## src/design/tiny_cpu_execute_step_macros.svh

```systemverilog
// ----------------------------------------------------------------------------
// Assertion macros for the tiny CPU execute step
// Shared concurrent checks, clocked on i_clk, quiet while i_rst_n is low.
// ----------------------------------------------------------------------------
`ifndef TINY_CPU_EXECUTE_STEP_MACROS_SVH
`define TINY_CPU_EXECUTE_STEP_MACROS_SVH

// Same-cycle implication
`define TCE_ASSERT_IMPL(label, ante, cons) \
    label: assert property (@(posedge i_clk) disable iff (!i_rst_n) (ante) |-> (cons)) \
        else $error("tce assertion failed");

// Next-cycle implication
`define TCE_ASSERT_NEXT(label, ante, cons) \
    label: assert property (@(posedge i_clk) disable iff (!i_rst_n) (ante) |=> (cons)) \
        else $error("tce assertion failed");

`endif

```

## src/design/tce_pkg.sv

```systemverilog
// ----------------------------------------------------------------------------
// tce_pkg
// Shared types and constants of the tiny CPU execute step.
// ----------------------------------------------------------------------------
package tce_pkg;

    localparam int DEF_NUM_REGS   = 16;
    localparam int DEF_DATA_WIDTH = 16;

    localparam int FUNC_W      = 4;
    localparam int IDX_W       = 4;
    localparam int BYTE_W      = 8;
    localparam int PC_W        = 16;
    localparam int RES_W       = 16;
    localparam int IN_TDATA_W  = 24;
    localparam int OUT_TDATA_W = 40;

    // Instruction opcode nibble
    localparam logic [FUNC_W-1:0] FN_HALT = 4'h0;
    localparam logic [FUNC_W-1:0] FN_NOP  = 4'h1;
    localparam logic [FUNC_W-1:0] FN_JUMP = 4'h2;
    localparam logic [FUNC_W-1:0] FN_MOVE = 4'h3;
    localparam logic [FUNC_W-1:0] FN_ADD  = 4'h4;
    localparam logic [FUNC_W-1:0] FN_SUB  = 4'h5;
    localparam logic [FUNC_W-1:0] FN_MUL  = 4'h6;
    localparam logic [FUNC_W-1:0] FN_DIV  = 4'h7;
    localparam logic [FUNC_W-1:0] FN_MOD  = 4'h8;

    // Serial ALU operations
    typedef enum logic [2:0] {
        ALU_ADD,
        ALU_SUB,
        ALU_MUL,
        ALU_DIV,
        ALU_MOD
    } t_alu_op;

    // Request from the sequencer to the serial ALU
    typedef struct packed {
        logic    start;
        t_alu_op op;
    } t_alu_req;

endpackage

```

## src/design/tce_regfile.sv

```systemverilog
// ----------------------------------------------------------------------------
// tce_regfile
// Working register file: one write port, one registered read port; entries
// never written since reset read as zero through per-entry valid bits.
// ----------------------------------------------------------------------------
module tce_regfile
    import tce_pkg::*;
#(
    parameter int NUM_REGS   = DEF_NUM_REGS,
    parameter int DATA_WIDTH = DEF_DATA_WIDTH,
    localparam int RIDX_W    = $clog2(NUM_REGS)
) (
    input  logic                  i_clk,
    input  logic                  i_rst_n,
    input  logic                  i_we,
    input  logic [RIDX_W-1:0]     i_waddr,
    input  logic [DATA_WIDTH-1:0] i_wdata,
    input  logic [RIDX_W-1:0]     i_raddr,
    output logic [DATA_WIDTH-1:0] o_rdata
);

    logic [DATA_WIDTH-1:0] r_mem [NUM_REGS];
    logic [NUM_REGS-1:0]   r_valid;
    logic [DATA_WIDTH-1:0] r_rdata;

    // Track written entries
    always_ff @(posedge i_clk) begin
        if (!i_rst_n) begin
            r_valid <= '0;
        end else if (i_we) begin
            r_valid[i_waddr] <= 1'b1;
        end
    end

    // Write storage
    always_ff @(posedge i_clk) begin
        if (i_we) begin
            r_mem[i_waddr] <= i_wdata;
        end
    end

    // Read, unwritten entries as zero
    always_ff @(posedge i_clk) begin
        r_rdata <= r_valid[i_raddr] ? r_mem[i_raddr] : '0;
    end

    assign o_rdata = r_rdata;

endmodule

```

## src/design/tce_serial_alu.sv

```systemverilog
// ----------------------------------------------------------------------------
// tce_serial_alu
// Iterative ALU: one bit per cycle. Add and subtract
// run bit-serially through one full adder, multiply by shift and add, divide
// and modulo by restoring division against the 8-bit memory byte.
// ----------------------------------------------------------------------------
module tce_serial_alu
    import tce_pkg::*;
#(
    parameter int DATA_WIDTH = DEF_DATA_WIDTH,
    localparam int CNT_W     = $clog2(DATA_WIDTH)
) (
    input  logic                  i_clk,
    input  logic                  i_rst_n,
    input  t_alu_req              i_req,
    input  logic [DATA_WIDTH-1:0] i_a,
    input  logic [BYTE_W-1:0]     i_b,
    output logic                  o_done,
    output logic [DATA_WIDTH-1:0] o_result
);

    logic                  r_busy, n_busy;
    logic                  r_done, n_done;
    logic [CNT_W-1:0]      r_cnt, n_cnt;
    t_alu_op               r_op, n_op;
    logic [DATA_WIDTH-1:0] r_a, n_a;
    logic [DATA_WIDTH-1:0] r_acc, n_acc;
    logic [BYTE_W-1:0]     r_b, n_b;
    logic [BYTE_W-1:0]     r_bsh, n_bsh;
    logic [BYTE_W-1:0]     r_rem, n_rem;
    logic                  r_carry, n_carry;

    logic                  w_y, w_sum, w_cout;
    logic [BYTE_W:0]       w_rem9, w_diff;
    logic                  w_ge;

    // Bit-serial adder and restoring divide step
    always_comb begin
        w_y    = (r_op == ALU_SUB) ? ~r_bsh[0] : r_bsh[0];
        w_sum  = r_a[0] ^ w_y ^ r_carry;
        w_cout = (r_a[0] & w_y) | (r_a[0] & r_carry) | (w_y & r_carry);
        w_rem9 = {r_rem, r_a[DATA_WIDTH-1]};
        w_ge   = (w_rem9 >= {1'b0, r_b});
        w_diff = w_rem9 - {1'b0, r_b};
    end

    // Next state of the iteration
    always_comb begin
        n_busy  = r_busy;
        n_done  = 1'b0;
        n_cnt   = r_cnt;
        n_op    = r_op;
        n_a     = r_a;
        n_acc   = r_acc;
        n_b     = r_b;
        n_bsh   = r_bsh;
        n_rem   = r_rem;
        n_carry = r_carry;
        if (r_busy) begin
            case (r_op)
                ALU_ADD, ALU_SUB: begin
                    n_a     = {w_sum, r_a[DATA_WIDTH-1:1]};
                    n_carry = w_cout;
                    n_bsh   = {1'b0, r_bsh[BYTE_W-1:1]};
                end
                ALU_MUL: begin
                    n_acc = {r_acc[DATA_WIDTH-2:0], 1'b0}
                          + (r_a[DATA_WIDTH-1] ? DATA_WIDTH'(r_b) : '0);
                    n_a   = {r_a[DATA_WIDTH-2:0], 1'b0};
                end
                default: begin
                    n_rem = w_ge ? w_diff[BYTE_W-1:0] : w_rem9[BYTE_W-1:0];
                    n_a   = {r_a[DATA_WIDTH-2:0], w_ge};
                end
            endcase
            n_cnt = r_cnt + 1'b1;
            if (r_cnt == CNT_W'(DATA_WIDTH - 1)) begin
                n_busy = 1'b0;
                n_done = 1'b1;
            end
        end else if (i_req.start) begin
            n_busy  = 1'b1;
            n_cnt   = '0;
            n_op    = i_req.op;
            n_a     = i_a;
            n_acc   = '0;
            n_b     = i_b;
            n_bsh   = i_b;
            n_rem   = '0;
            n_carry = (i_req.op == ALU_SUB);
        end
    end

    // Hold control and datapath
    always_ff @(posedge i_clk) begin
        if (!i_rst_n) begin
            r_busy <= 1'b0;
            r_done <= 1'b0;
            r_cnt  <= '0;
        end else begin
            r_busy <= n_busy;
            r_done <= n_done;
            r_cnt  <= n_cnt;
        end
        r_op    <= n_op;
        r_a     <= n_a;
        r_acc   <= n_acc;
        r_b     <= n_b;
        r_bsh   <= n_bsh;
        r_rem   <= n_rem;
        r_carry <= n_carry;
    end

    // Select the finished result
    always_comb begin
        o_result = r_a;
        case (r_op)
            ALU_MUL: o_result = r_acc;
            ALU_MOD: begin
                o_result             = '0;
                o_result[BYTE_W-1:0] = r_rem;
            end
            default: o_result = r_a;
        endcase
    end

    assign o_done = r_done;

endmodule

```

## src/design/tiny_cpu_execute_step.sv

```systemverilog
// ----------------------------------------------------------------------------
// tiny_cpu_execute_step
// Executes one two-byte instruction per input transfer against a local
// register file and program counter; arithmetic runs on a bit-serial ALU.
// ----------------------------------------------------------------------------
//  Channel  | Direction | Payload (low bit up)
//  s_axis   | in        | func[3:0] reg_index[7:4] operand[15:8] mem_data[23:16]
//  m_axis   | out       | halted[0] next_pc[16:1] reg_result[32:17], zero pad
//
//  Arithmetic opcodes pass through S_READ, S_START and S_WAIT, where the
//  one-bit-per-cycle ALU runs, before write-back; halt, no-op, move and jump skip S_WAIT.
//  The next transfer is accepted the cycle after write-back.
//  A finished result waits in the output register while the next instruction runs;
//  write-back stalls only while that register is still full.
//  Synchronous active-low reset clears the counter, state and valid bits.
// ----------------------------------------------------------------------------
`include "tiny_cpu_execute_step_macros.svh"

module tiny_cpu_execute_step
    import tce_pkg::*;
#(
    parameter int NUM_REGS   = DEF_NUM_REGS,
    parameter int DATA_WIDTH = DEF_DATA_WIDTH
) (
    input  logic                   i_clk,
    input  logic                   i_rst_n,
    input  logic                   s_axis_tvalid,
    output logic                   s_axis_tready,
    input  logic [IN_TDATA_W-1:0]  s_axis_tdata,  // func, reg_index, operand, mem_data
    output logic                   m_axis_tvalid,
    input  logic                   m_axis_tready,
    output logic [OUT_TDATA_W-1:0] m_axis_tdata   // halted, next_pc, reg_result, pad
);

    localparam int RIDX_W = $clog2(NUM_REGS);

    typedef enum logic [2:0] {
        S_IDLE,
        S_READ,
        S_START,
        S_WAIT,
        S_WB
    } t_state;

    t_state                r_state;
    logic [FUNC_W-1:0]     r_func;
    logic [RIDX_W-1:0]     r_sel;
    logic [BYTE_W-1:0]     r_operand;
    logic [BYTE_W-1:0]     r_mem;
    logic [PC_W-1:0]       r_pc;
    logic [PC_W-1:0]       r_next_pc;
    logic                  r_halted;
    logic [DATA_WIDTH-1:0] r_result;
    logic                  r_out_valid;
    logic [OUT_TDATA_W-1:0] r_out_data;

    logic                  w_accept;
    logic                  w_wb_fire;
    logic [IDX_W-1:0]      w_idx;
    logic [DATA_WIDTH-1:0] w_rd_data;
    logic                  w_alu_done;
    logic [DATA_WIDTH-1:0] w_alu_result;
    t_alu_req              w_alu_req;
    logic                  w_is_arith;
    logic                  w_is_halt;
    t_alu_op               w_alu_op;
    logic [RES_W-1:0]      w_res16;

    assign s_axis_tready = (r_state == S_IDLE);
    assign w_accept      = s_axis_tvalid && s_axis_tready;
    assign w_wb_fire     = (r_state == S_WB) && (!r_out_valid || m_axis_tready);

    // Wrap the register nibble into the register count
    always_comb begin
        w_idx = s_axis_tdata[7:4];
        for (int i = 0; i < 8; i++) begin
            if ({1'b0, w_idx} >= (IDX_W + 1)'(NUM_REGS)) begin
                w_idx = w_idx - IDX_W'(NUM_REGS);
            end
        end
    end

    // Decode opcode
    always_comb begin
        w_is_arith = 1'b0;
        w_is_halt  = 1'b0;
        w_alu_op   = ALU_ADD;
        unique case (r_func) inside
            FN_NOP, FN_MOVE, FN_JUMP: ;
            FN_ADD: begin w_is_arith = 1'b1; w_alu_op = ALU_ADD; end
            FN_SUB: begin w_is_arith = 1'b1; w_alu_op = ALU_SUB; end
            FN_MUL: begin w_is_arith = 1'b1; w_alu_op = ALU_MUL; end
            FN_DIV: begin w_is_arith = 1'b1; w_alu_op = ALU_DIV; end
            FN_MOD: begin w_is_arith = 1'b1; w_alu_op = ALU_MOD; end
            default: w_is_halt = 1'b1;
        endcase
    end

    assign w_alu_req = '{start: (r_state == S_START) && w_is_arith, op: w_alu_op};

    tce_regfile #(
        .NUM_REGS   (NUM_REGS),
        .DATA_WIDTH (DATA_WIDTH)
    ) u_regfile (
        .i_clk   (i_clk),
        .i_rst_n (i_rst_n),
        .i_we    (w_wb_fire),
        .i_waddr (r_sel),
        .i_wdata (r_result),
        .i_raddr (r_sel),
        .o_rdata (w_rd_data)
    );

    tce_serial_alu #(
        .DATA_WIDTH (DATA_WIDTH)
    ) u_alu (
        .i_clk    (i_clk),
        .i_rst_n  (i_rst_n),
        .i_req    (w_alu_req),
        .i_a      (w_rd_data),
        .i_b      (r_mem),
        .o_done   (w_alu_done),
        .o_result (w_alu_result)
    );

    // Low 16 bits of the register, zero-extended if narrower, for the result port
    generate
        if (DATA_WIDTH >= RES_W) begin : g_res_trunc
            assign w_res16 = r_result[RES_W-1:0];
        end else begin : g_res_ext
            assign w_res16 = {{(RES_W - DATA_WIDTH){1'b0}}, r_result};
        end
    endgenerate

    // Sequencer, program counter and output register
    always_ff @(posedge i_clk) begin
        if (!i_rst_n) begin
            r_state     <= S_IDLE;
            r_pc        <= '0;
            r_out_valid <= 1'b0;
        end else begin
            // Load the output register on write-back, drop it once taken
            if (w_wb_fire) begin
                r_out_valid <= 1'b1;
                r_out_data  <= {7'b0, w_res16, r_next_pc, r_halted};
            end else if (m_axis_tready) begin
                r_out_valid <= 1'b0;
            end
            unique case (r_state)
                S_IDLE: begin
                    if (w_accept) begin
                        r_state <= S_READ;
                    end
                end
                S_READ: begin
                    r_state <= S_START;
                end
                S_START: begin
                    r_state <= w_is_arith ? S_WAIT : S_WB;
                end
                S_WAIT: begin
                    if (w_alu_done) begin
                        r_state <= S_WB;
                    end
                end
                S_WB: begin
                    if (w_wb_fire) begin
                        r_state <= S_IDLE;
                        r_pc    <= r_next_pc;
                    end
                end
                default: r_state <= S_IDLE;
            endcase
        end
    end

    // Capture the item, work out the counter and the register value
    always_ff @(posedge i_clk) begin
        if (w_accept) begin
            r_func    <= s_axis_tdata[3:0];
            r_sel     <= w_idx[RIDX_W-1:0];
            r_operand <= s_axis_tdata[15:8];
            r_mem     <= s_axis_tdata[23:16];
        end
        if (r_state == S_START) begin
            r_result  <= w_rd_data;
            r_halted  <= w_is_halt;
            if (w_is_halt) begin
                r_next_pc <= '0;
            end else if (r_func == FN_JUMP) begin
                r_next_pc <= {{(PC_W - BYTE_W){1'b0}}, r_operand[BYTE_W-1:1], 1'b0};
            end else begin
                r_next_pc <= r_pc + PC_W'(2);
            end
        end
        // Modulo by zero keeps the register
        if ((r_state == S_WAIT) && w_alu_done) begin
            if ((r_func == FN_MOD) && (r_mem == '0)) begin
                r_result <= w_rd_data;
            end else begin
                r_result <= w_alu_result;
            end
        end
    end

    assign m_axis_tvalid = r_out_valid;
    assign m_axis_tdata  = r_out_data;

    `TCE_ASSERT_IMPL(a_done_in_wait, w_alu_done, r_state == S_WAIT)
    `TCE_ASSERT_NEXT(a_accept_to_read, w_accept, r_state == S_READ)
    `TCE_ASSERT_NEXT(a_wb_loads_output, w_wb_fire, r_out_valid && r_state == S_IDLE)
    `TCE_ASSERT_NEXT(a_halt_clears_pc, w_wb_fire && r_halted, r_pc == '0)

endmodule
```

## config.mk

```make
export PLATFORM = sky130hd
export DESIGN_NAME = tiny_cpu_execute_step
export DESIGN_NICKNAME = d
export VERILOG_FILES = /design/src/design/tce_pkg.sv /design/src/design/tce_regfile.sv /design/src/design/tce_serial_alu.sv /design/src/design/tiny_cpu_execute_step.sv
export VERILOG_INCLUDE_DIRS = /design/src /design/src/design
export SDC_FILE = /design/constraint.sdc
export NUM_CORES = 1
export LEC_CHECK = 0
export ABC_AREA = 1
export BUFFER_PORTS_ARGS = -buffer_cell sky130_fd_sc_hd__buf_4
export CAP_MARGIN = 20
export CORE_ASPECT_RATIO = 1.5
export CORE_MARGIN = 5
export CORE_UTILIZATION = 45
export DETAILED_ROUTE_END_ITERATION = 8
export PLACE_DENSITY = 0.64
export RECOVER_POWER = 50
export SETUP_SLACK_MARGIN = 0.1
export SLEW_MARGIN = 30
export SYNTH_ARGS = -nofsm -noshare
export SYNTH_HDL_FRONTEND = slang
export SYNTH_SLANG_ARGS = --single-unit
```

## constraint.sdc

```tcl
create_clock -name i_clk -period 4.25 [get_ports i_clk]
set_input_delay 0.85 -clock i_clk [delete_from_list [all_inputs] [get_ports i_clk]]
set_output_delay 0.85 -clock i_clk [all_outputs]
set_load 0.005 [all_outputs]
```

# Word-level counts from Yosys, hierarchy flattened
# Memory sizes are Yosys's and may differ from the RTL's. A register that Yosys moved wholly into a read port is not among the register bits.
# Cells that the tools add are included.
[word_totals]
elab_cells = 138
ramBits = 256
mem_count = 1
reg_bits = 192
[classes]
reduce_logical = 28
order_cmp = 3
n_mux = 45
bitwise_logic = 11
add_sub_neg = 4
eq_ne = 23
[mem_list]
columns = ["name", "depth", "word_bits", "rd", "rd_clocked_by_memory_dff", "wr", "line", "text"]
rows = [
  ["u_regfile.r_mem", 16, 16, 1, 1, 1, "tce_regfile.sv:22", "logic [DATA_WIDTH-1:0] r_mem [NUM_REGS];"],
]
[ops]
columns = ["cell", "n"]
rows = [
  ["$mux W16", 8],
  ["$mux W8", 9],
  ["$pmux W16 S2", 2],
  ["$add A16 B16 Y16", 1],
  ["$add A16 B2 Y16 const B", 1],
  ["$eq A4 B3 Y1 const B", 4],
  ["$mux W1", 16],
  ["$or A16 B16 Y16", 1],
  ["$pmux W3 S5", 1],
  ["$reduce_and A2 Y1", 7],
  ["$mux W3", 4],
  ["$pmux W3 S4", 1],
  ["$eq A3 B1 Y1 const B", 3],
  ["$eq A3 B2 Y1 const B", 3],
  ["$ge A9 B8 Y1", 1],
  ["$eq A4 B2 Y1 const B", 2],
  ["$eq A4 B4 Y1 const B", 2],
  ["$logic_not A8 Y1", 1],
  ["$mux W4", 2],
  ["$reduce_or A8 Y1", 1],
  ["$sub A8 B8 Y8", 1],
  ["$eq A3 B3 Y1 const B", 2],
  ["$logic_and A1 B1 Y1", 6],
  ["$logic_not A3 Y1", 2],
  ["19 further kinds", 33],
]

# Longest topological paths before layout
# Gate-level depths: netlist (run 1).
[logic_depth]
word_depth = 7
depth_mapped = 15
mapped_depth_nobuf = 14

# Hierarchy
# From an unflattened synthesis (run 1), not the netlist that was laid out.
[hier_totals]
hier_cells = 2101
area_unflattened_um2 = 20732.4
[by_module_without_submodules]
columns = ["mod", "cells_per_inst", "n_inst", "area_each_um2", "seq_area_each_um2"]
rows = [
  ["tce_regfile", 1211, 1, 12300.5, 8328.0],
  ["tiny_cpu_execute_step", 381, 1, 4297.9, 3072.9],
  ["tce_serial_alu", 509, 1, 4134.0, 1921.8],
]

# Worst setup path after synthesis (run 1)
# Ideal clock, no wire load.
[synth_path]
kind = "input to register"
from = "input i_rst_n"
to = "register r_out_data[0] (netlist: m_axis_tdata[0]), enable pin"
n_path_buf = 2
t_required_ps = 3827
path_stages = 4
setup_slack_ps = 1027
arrival_ps = 2800
path_cell_list = "clkbuf_1 > inv_2 > clkbuf_1 > nor2_1"
[synth_between]
elab_chain_len = 1
[synth_rtl]
columns = ["item", "line", "text"]
rows = [
  ["start, declared", "tiny_cpu_execute_step.sv:26", "input logic i_rst_n,"],
  ["$reduce_and A2 Y1 (no line)", "-", ""],
  ["end signal, assigned", "tiny_cpu_execute_step.sv:145", "r_out_data <= {7'b0, w_res16, r_next_pc, r_halted};"],
  ["end, declared", "tiny_cpu_execute_step.sv:55", "logic [OUT_TDATA_W-1:0] r_out_data;"],
]
# Every way passes these cells.
# A chain may end at the register's enable or synchronous reset.

# Worst setup path in the final report (run 1)
[layout_path]
from = "register r_state[0]"
to = "register r_out_data[11] (netlist: m_axis_tdata[11]), enable pin"
[layout_between]
elab_chain_len = 3
[layout_rtl]
columns = ["item", "line", "text"]
rows = [
  ["start, declared", "tiny_cpu_execute_step.sv:45", "t_state r_state;"],
  ["start signal, assigned", "tiny_cpu_execute_step.sv:159", "r_state <= w_is_arith ? S_WAIT : S_WB;"],
  ["$eq A3 B3 Y1", "tiny_cpu_execute_step.sv:71", "assign w_wb_fire = (r_state == S_WB) && (!r_out_valid || m_axis_tready);"],
  ["$logic_and A1 B1 Y1", "tiny_cpu_execute_step.sv:71", ""],
  ["$reduce_and A2 Y1 (no line)", "-", ""],
]
# Every way passes these cells.

==> run_results.csv, run 1 <==
group,metric,value,unit
setup_path,cp-end-kind,"flip-flop",
synthesis,synth_cell_type_count,35,
finish,fillers,3731,
setup_path,start_kind,"flip-flop",
worst_hold_path,hp-class,"flip-flop to flip-flop",
clock_tree,cts_setup_buffers,0,
placed_design,routabilityCongestion,0.839,
flow_run,maxCapViolations,0,
clock_tree,cts_tree,"yes",
power,p_leak,7.94,nW
synthesis,avgSynthCellArea,11.0,sq um
setup_path,arrival,3210,ps
power,p_clk_frac,0.366,
clock_tree,cts_resized,0,
power,switching_share,0.258,
timing,hold_slack,416,ps
detailed_routing,drtIter0Drc,882,
finish,postLayoutCoreUtil,0.513,
synthesis,synth_top_area_cell,"edfxtp_1",
timing,setup_viol,0,
timing,finalCritPeriodShare,0.696,
power,peakVddDrop,0.000343,V
detailed_routing,drt_wl_total,44100,microns
setup_path,worstSetupStartpoint,"r_state[0]",
die,fp.dieArea,46400,sq um
synthesis,ys_ff_latch,463,
detailed_routing,firstDrtPassIters,7,
power,power.density,497,nW/um^2
clock_tree,clock_latency,550,ps
timing,rsz0062_at_grt,"no",
placed_design,place_hpwl,28700,microns
setup_path,reg2reg_from,"r_state[0]",
finish,drive_above_1_share,0.0878,
clock_tree,clock_path_buffers,3,
clock_tree,clkTransAtPathRegs,70,ps
detailed_routing,drtAntennaViolNets,0,
timing,final_hold_viol_count,0,
die,io_pins,70,
power,p_int,7.92,mW
die,die_h,261,microns
synthesis,syn_area,19000,sq um
clock_tree,cts_root_buf,"clkbuf_16",
setup_path,crit_type,"flip-flop to flip-flop",
setup_path,crit_path_max_fanout,30,
global_route,grt_pass1_wl,69100,microns
worst_hold_path,worstHoldStart,"r_halted",
detailed_routing,viasPerCell,5.20,
die,core,41900,sq um
synthesis,synth_top_area_frac,0.641,
global_route,overflow,0,
die,initial_core_util,0.453,
synthesis,ys_top_cells_by_area,"edfxtp_1 64%, nand2_1 11%, dfxtp_1 6.1%",
setup_path,required,4500,ps
global_route,grt_pass1_vias,12700,
finish,antenna_cells,0,
setup_path,cp_cell_sequence,"nor2_1 > nand2_1 > nor2_1 > inv_1 > clkbuf_1 > nor2_4 > buf_12",
timing,maxSlewViolCount,0,
power,power_switching,2.76,mW
global_route,grt_max_degree,71,
setup_path,max_stage_delay,670,ps
die,fp.dieW,178,microns
clock_tree,cts_buffers,42,
detailed_routing,wire_per_inst,18.4,microns
die,num_rows,92,
clock_tree,cts.sinks,463,
global_route,grt_use_total,0.191,
finish,fin_nets,1848,
finish,area_growth,13.4,%
power,comb_power_share,0.122,
placed_design,io_buffers,61,
timing,clock.fmax,0.338,GHz
setup_path,critPathSlowestCell,"nor2_4",
synthesis,yosys_warnings,0,
status,status,"complete, no violations",
clock_tree,h-tree-depth,2,
timing,timing.final.ws_setup,1290,ps
placed_design,place_ws,1360,ps
setup_path,crit_top_cell,"nor2_1",
global_route,grt_antenna_before_repair,0,
timing,worst_pin_slew,1300,ps
clock_tree,ctsHoldBuffers,0,
timing,skew,13.2,ps
power,p_seq_frac,0.512,
timing,relSlewSlack,0.132,
timing,finalSetupTns,0,ps
synthesis,synth_cells,1728,
timing,fin_crit,2960,ps
synthesis,yosysSeqAreaShare,0.702,
detailed_routing,route.detailed.drc,0,
detailed_routing,vias,12500,
routing by layer:
metal | GRT usage | routed length (microns) | vias up
li1 | - | - | 6001
met1 | 0.214 | 16000 | 5994
met2 | 0.357 | 23700 | 360
met3 | 0.0235 | 2110 | 118
met4 | 0.0931 | 2210 | 0
met5 | 0 | 0 | -
registers in the layout, summed over array words and instances, names as in the netlist, 3 cells and up:
signal             count
u_alu.r_bsh            8
r_mem                  8
u_regfile.o_rdata     16
r_pc                  16
u_alu.r_rem            8
u_alu.r_cnt            4
r_sel                  4
u_alu.r_acc           16
r_func                 4
u_regfile.r_mem      256
r_result              16
u_regfile.r_valid     16
r_next_pc             16
m_axis_tdata          33
u_alu.r_a             16
r_operand              7
u_alu.r_b              8
u_alu.r_op             3
r_state                3
cells in the mapped netlist (all sizes together):
cell,number
ha,17
a21oi,65
xnor2,2
a31oi,2
xor2,5
o21ai,48
fa,3
nor2,169
nand3b,1
nand3,52
inv,148
clkbuf,26
o311ai,1
nor3,12
clkinv,2
dfxtp,58
or2,2
nand2,562
nor4,1
o21bai,1
conb,1
o22ai,5
a21o,1
edfxtp,405
o21a,1
o221ai,8
o211ai,15
nand4,77
buf,38
metrics by stage:
step / instance area, sq um / power (mW) / instances
2_1_floorplan: 19000 / 6.37 / 1734
3_3_place_gp: 20100 / 6.85 / 2319
3_5_place_dp: 20100 / 6.89 / 2320
4_1_cts: 21500 / 10.8 / 2397
5_1_grt: 21500 / 11.1 / 2397
6_report: 21500 / 10.7 / 2397
cells in the final DEF, fill, tap and decap left out, types with 16 or more instances in the layout:
master | netlist | routed
a21oi_1 | 65 | 65
buf_4 | 17 | 41
clkbuf_1 | 26 | 16
clkbuf_16 | 0 | 43
clkbuf_4 | 0 | 38
dfxtp_1 | 58 | 58
edfxtp_1 | 405 | 405
ha_1 | 17 | 17
inv_1 | 144 | 145
nand2_1 | 562 | 561
nand3_1 | 52 | 52
nand4_1 | 77 | 77
nor2_1 | 165 | 155
o21ai_0 | 48 | 47
final cells by class:
class	count	area (sq um)	area share
clock buffer	57	1160	0.0539
tap	564	706	0.0328
multi-input combinational	1057	4820	0.224
inverter	150	563	0.0262
sequential	463	13300	0.620
clock inverter	20	268	0.0125
timing repair buffer	86	659	0.0307
power groups by stage:
| stage | Combinational, mW | Clock (mW) | Sequential [mW] |
|---|---|---|---|
| after global placement | 1.29 | 0 | 5.56 |
| after detailed placement | 1.32 | 0 | 5.57 |
| after CTS | 1.33 | 3.98 | 5.47 |
| after floorplan | 0.895 | 0 | 5.47 |
| final | 1.30 | 3.91 | 5.47 |
| after global routing | 1.47 | 4.16 | 5.50 |
worst paths after layout:
check / endpoint / slack [ps] / cells after the start
worst max-delay path: m_axis_tdata[11] / 1290 / 7
worst min-delay path: m_axis_tdata[0] / 420 / 0
worst max register to register: m_axis_tdata[11] / 1290 / 7
worst min register to register: m_axis_tdata[0] / 420 / 0
kinds of logic (layout without fill, tap and decap cells):
logic type / Yosys count / count (layout) / share of synthesized area
compound gates: 147 / 147 / 0.0434
xor+xnor: 7 / 7 / 0.00323
fa+ha+maj: 20 / 20 / 0.0144
buf+inv: 214 / 313 / 0.0473
flops: 463 / 463 / 0.702
other cells: 1 / 7 / 0.000198
simple gates: 876 / 876 / 0.189
worst max-delay path, delay by kind of cell (launching register included):
kind          cells  cell delay, ps
simple gates      4            1360
buf+inv           3             950
flops             1             330
Power figures use the tool's default switching activity.
==> run 2, diff against run 1 <==
- clock period: 4.25 -> 2.8 ns (I/O delays scaled with it)
==> run 2 against run 1 <==
Compared with the run above: via count grew 0.62%; combinational power grew 55%; sequential power grew 52%; clock power grew 41%; clock skew grew 18 ps; core utilization grew 0.075 points; worst hold slack lost 220 ps; largest cell class unchanged; register-to-register slack lost 940 ps; fmax grew 21%; worst setup slack lost 940 ps; wire length grew 0.42%; die area is the same.
==> run_results.csv, run 2 (same netlist as run 1, synthesis figures left out) <==
group,metric,value,unit
die,initial_core_util,0.453,
finish,final_area,21500,sq um
status,status,"complete, no violations",
clock_tree,clock_latency,560,ps
die,fp.dieArea,46400,sq um
finish,fin_cells,2418,
global_route,grt_pass1_wl,68300,microns
global_route,overflow,0,
timing,timing.final.ws_setup,352,ps
finish,largest_reg_flops,256,
die,io_pins,70,
worst_hold_path,hold_depth,1,
clock_tree,h-tree-depth,2,
timing,finalCritPeriodShare,0.874,
clock_tree,cts_tree,"yes",
detailed_routing,viasPerCell,5.19,
finish,area_growth,13.5,%
placed_design,routabilityCongestion,0.882,
timing,relSlewSlack,0.0514,
detailed_routing,wire_per_inst,18.3,microns
setup_path,rrSetupSlack,350,ps
placed_design,dpl_cell_area,20300,sq um
setup_path,start_kind,"flip-flop",
clock_tree,cts_root_buf,"clkbuf_16",
global_route,grt_use_total,0.190,
timing,finalSetupTns,0,ps
worst_hold_path,worstHoldStart,"s_axis_tdata[2]",
power,power.density,736,nW/um^2
global_route,grt_antenna_before_repair,0,
clock_tree,ctsHoldBuffers,0,
clock_tree,clkTransAtPathRegs,70,ps
power,p_leak,8.00,nW
clock_tree,cts_buffers,40,
finish,fin_nets,1870,
clock_tree,clock_path_buffers,3,
detailed_routing,drt_wl_total,44200,microns
finish,antenna_cells,0,
detailed_routing,drtIter0Drc,921,
timing,setup_viol,0,
setup_path,r2r_end,"u_alu.r_rem[3]",
finish,regMostFlops,"u_regfile.r_mem",
detailed_routing,drtAntennaViolNets,0,
placed_design,place_ws,479,ps
timing,worst_pin_slew,1420,ps
timing,rsz0062_at_grt,"no",
placed_design,io_buffers,61,
setup_path,cp-end-kind,"flip-flop",
die,die_h,261,microns
global_route,grt_max_degree,49,
die,core,41900,sq um
die,num_rows,92,
die,fp.dieW,178,microns
timing,maxSlewViolCount,0,
timing,clock.fmax,0.409,GHz
timing,skew,30.8,ps
placed_design,place_hpwl,28900,microns
timing,fin_crit,2450,ps
setup_path,required,2990,ps
clock_tree,cts_setup_buffers,0,
setup_path,reg2reg_from,"u_alu.r_busy",
finish,fillers,3719,
finish,drive_above_1_share,0.0922,
clock_tree,cts_resized,0,
global_route,grt_pass1_vias,12500,
setup_path,crit_path_max_fanout,25,
finish,layout.cells.most_common_list,"562 x nand2_1, 405 x edfxtp_1, 161 x nor2_1",
detailed_routing,firstDrtPassIters,5,
worst_hold_path,hp-class,"primary input to flip-flop",
timing,final_hold_viol_count,0,
setup_path,r2r_cells,3,
flow_run,maxCapViolations,0,
detailed_routing,route.detailed.drc,0,
placed_design,dp_cells,2344,
worst_hold_path,worstHoldEndpoint,"r_func[2]",
detailed_routing,vias,12600,
finish,layout_commonest_cell,"nand2_1",
power,peakVddDrop,0.000585,V
setup_path,crit_type,"flip-flop to flip-flop",
power,finalPower,15.8,mW
setup_path,arrival,2640,ps
clock_tree,cts.sinks,463,
==> run 2: power by group <==
group / internal (mW) / total (mW) / switching, mW
Sequential: 7.99 / 8.31 / 0.317
Clock: 3.08 / 5.52 / 2.44
Combinational: 0.583 / 2.01 / 1.43
==> run 2: routing by layer <==
layer / up-vias / GRT usage / wire (microns)
met2: 350 / 0.357 / 23700
met4: 0 / 0.0877 / 1920
met5: - / 0 / 0
met1: 6040 / 0.216 / 16800
met3: 110 / 0.0204 / 1780
li1: 6050 / - / -
==> run 2: final cells by class <==
type,instances,area (sq um),area share
Inverter,150,563,0.0261
Tap cell,564,706,0.0328
Clock inverter,13,98.8,0.00459
Multi-Input combinational cell,1057,4800,0.223
Timing Repair Buffer,110,840,0.0390
Sequential cell,463,13300,0.619
Clock buffer,61,1210,0.0560
==> run 2: how the worst max path moves through the flow <==
stage                           endpoint           from  depth (start not counted)
floorplan                 u_alu.r_acc[0]     r_state[1]                          4
global placement         u_alu.r_acc[13]  u_alu.r_a[15]                         13
detailed placement       u_alu.r_acc[13]  u_alu.r_a[15]                         13
CTS                 u_regfile.o_rdata[3]       r_sel[0]                          8
global route              u_alu.r_rem[3]   u_alu.r_busy                          3
finish                    u_alu.r_rem[3]   u_alu.r_busy                          3
==> run 2: worst max-delay path: stages, from the launching register on <==
cell and delay [ps]:
dfxtp_1 690, clkbuf_1 920, nand2_1 110, nand2_1 360
==> run 2: per-stage QoR <==
| step | utilization | hold WS (ps) |
|---|---|---|
| 3_5_place_dp | 0.484 | 435 |
| 5_1_grt | 0.514 | 180 |
| 2_1_floorplan | - | 400 |
| 4_1_cts | 0.515 | 154 |
| 3_3_place_gp | 0.484 | 403 |
| 6_report | 0.514 | 197 |
==> run 3, diff against run 2 <==
- PLACE_DENSITY: 0.64 -> unset
==> run 3 against run 2 <==
Compared with the run above: wire length is 1.2% higher; largest power group unchanged; flip-flop and latch count stayed put; count of clock-buffer cells in the layout is 9 lower; highest routed layer unchanged; first-iteration DRC count is 2.7% lower; final area is 0.55% higher.
==> run_results.csv, run 3 (same netlist as run 1, synthesis figures left out) <==
group,metric,value,unit
status,status,"complete, no violations",
die,num_rows,92,
detailed_routing,route.detailed.drc,0,
detailed_routing,viasPerCell,5.18,
finish,layout_commonest_cell,"nand2_1",
timing,hold_slack,208,ps
timing,finalSetupTns,0,ps
clock_tree,cts_setup_buffers,0,
global_route,grt_max_degree,41,
finish,layout.cells.most_common_list,"562 x nand2_1, 405 x edfxtp_1, 155 x nor2_1",
die,die_h,261,microns
clock_tree,cts_root_buf,"clkbuf_16",
clock_tree,cts_tree,"yes",
placed_design,routabilityCongestion,0.858,
finish,fin_nets,1874,
global_route,grt_pass1_vias,12800,
detailed_routing,drt_wl_total,44800,microns
worst_hold_path,hp-class,"primary input to flip-flop",
timing,fin_crit,2400,ps
placed_design,place_ws,461,ps
finish,multi_input_area,4820,sq um
setup_path,cp-end-kind,"flip-flop",
setup_path,crit_type,"flip-flop to flip-flop",
finish,postLayoutCoreUtil,0.517,
detailed_routing,vias,12600,
timing,finalCritPeriodShare,0.859,
power,finalPower,16.2,mW
power,peakVddDrop,0.000574,V
timing,skew,24.8,ps
detailed_routing,firstDrtPassIters,5,
setup_path,reg2reg_from,"u_alu.r_a[15]",
placed_design,place_hpwl,29600,microns
setup_path,r2r_cells,13,
timing,clock.fmax,0.416,GHz
power,p_leak,8.04,nW
die,fp.dieW,178,microns
clock_tree,h-tree-depth,2,
clock_tree,cts_resized,0,
power,power.density,748,nW/um^2
global_route,overflow,0,
finish,drive_above_1_share,0.0984,
worst_hold_path,hold_depth,1,
clock_tree,cts.sinks,463,
finish,largest_reg_flops,256,
detailed_routing,wire_per_inst,18.5,microns
detailed_routing,drtIter0Drc,896,
setup_path,r2r_end,"u_alu.r_acc[13]",
finish,antenna_cells,0,
global_route,grt_pass1_wl,70300,microns
global_route,grt_use_total,0.196,
die,core,41900,sq um
setup_path,rrSetupSlack,400,ps
clock_tree,ctsHoldBuffers,0,
global_route,grt_antenna_before_repair,0,
clock_tree,clock_latency,560,ps
timing,relSlewSlack,0.222,
timing,setup_viol,0,
finish,area_growth,14.1,%
timing,maxSlewViolCount,0,
timing,rsz0062_at_grt,"no",
timing,timing.final.ws_setup,396,ps
setup_path,start_kind,"flip-flop",
placed_design,io_buffers,61,
clock_tree,clock_path_buffers,3,
flow_run,maxCapViolations,0,
die,fp.dieArea,46400,sq um
timing,final_hold_viol_count,0,
clock_tree,clkTransAtPathRegs,70,ps
detailed_routing,drtAntennaViolNets,0,
timing,worst_pin_slew,1170,ps
setup_path,required,3090,ps
finish,layout.area.seq,13300,sq um
worst_hold_path,worstHoldStart,"s_axis_tdata[15]",
die,io_pins,70,
setup_path,crit_path_max_fanout,10,
finish,fillers,3742,
clock_tree,cts_buffers,42,
setup_path,arrival,2700,ps
finish,regMostFlops,"u_regfile.r_mem",
worst_hold_path,worstHoldEndpoint,"r_operand[7]",
die,initial_core_util,0.453,
run 3: cell count changes in the layout (fill, tap and decap cells not counted), sizes merged:
cell,previous run,this run
clkinvlp,1,4
buf,47,49
inv,148,150
bufinv,1,5
clkinv,13,17
clkbuf,124,115
run 3: area by class of cell:
| type | count | area share |
|---|---|---|
| inverter | 150 | 0.0260 |
| multi-input combinational | 1057 | 0.222 |
| tap | 564 | 0.0326 |
| clock buffer | 52 | 0.0522 |
| clock inverter | 26 | 0.0129 |
| sequential | 463 | 0.615 |
| timing repair buffer | 112 | 0.0385 |
run 3: worst max path at each step:
stage	from	depth (start not counted)	to	slack, ps
after floorplan	r_state[1]	4	u_alu.r_acc[0]	240
after global placement	u_alu.r_a[15]	13	u_alu.r_acc[13]	450
after detailed placement	u_alu.r_a[15]	13	u_alu.r_acc[13]	460
after CTS	u_alu.r_a[15]	13	u_alu.r_acc[13]	410
after global routing	u_alu.r_a[15]	13	u_alu.r_acc[13]	170
final	u_alu.r_a[15]	13	u_alu.r_acc[13]	400
run 3: metrics by stage:
stage / cells / cell area (sq um)
after floorplan: 1734 / 19000
after global placement: 2346 / 20300
after detailed placement: 2346 / 20300
after CTS: 2424 / 21700
after global routing: 2424 / 21700
final: 2424 / 21700
run 3: layer usage:
layer / vias up / part of all wire / global-route usage
li1: 6068 / - / -
met5: - / 0 / 0
met3: 84 / 0.034 / 0.0225
met1: 6139 / 0.39 / 0.226
met4: 0 / 0.040 / 0.0843
met2: 272 / 0.54 / 0.364
run 3: power by group:
group | internal [mW] | leakage [nW] | switching [mW]
registers | 7.99 | 4.16 | 0.314
clock network | 3.36 | 0.681 | 2.51
logic | 0.578 | 3.20 | 1.43
total | 11.9 | 8.04 | 4.26
run 3: critical path, stage by stage (launching register included):
cell and delay [ps]:
edfxtp_1 570, nand2_1 90, inv_1 80, ha_1 170, inv_1 60, fa_1 370, inv_1 80, nand2_1 70
nand2_1 100, nand3_1 80, nand3_1 170, nand2_1 90, o21ai_0 150, nor2_1 70
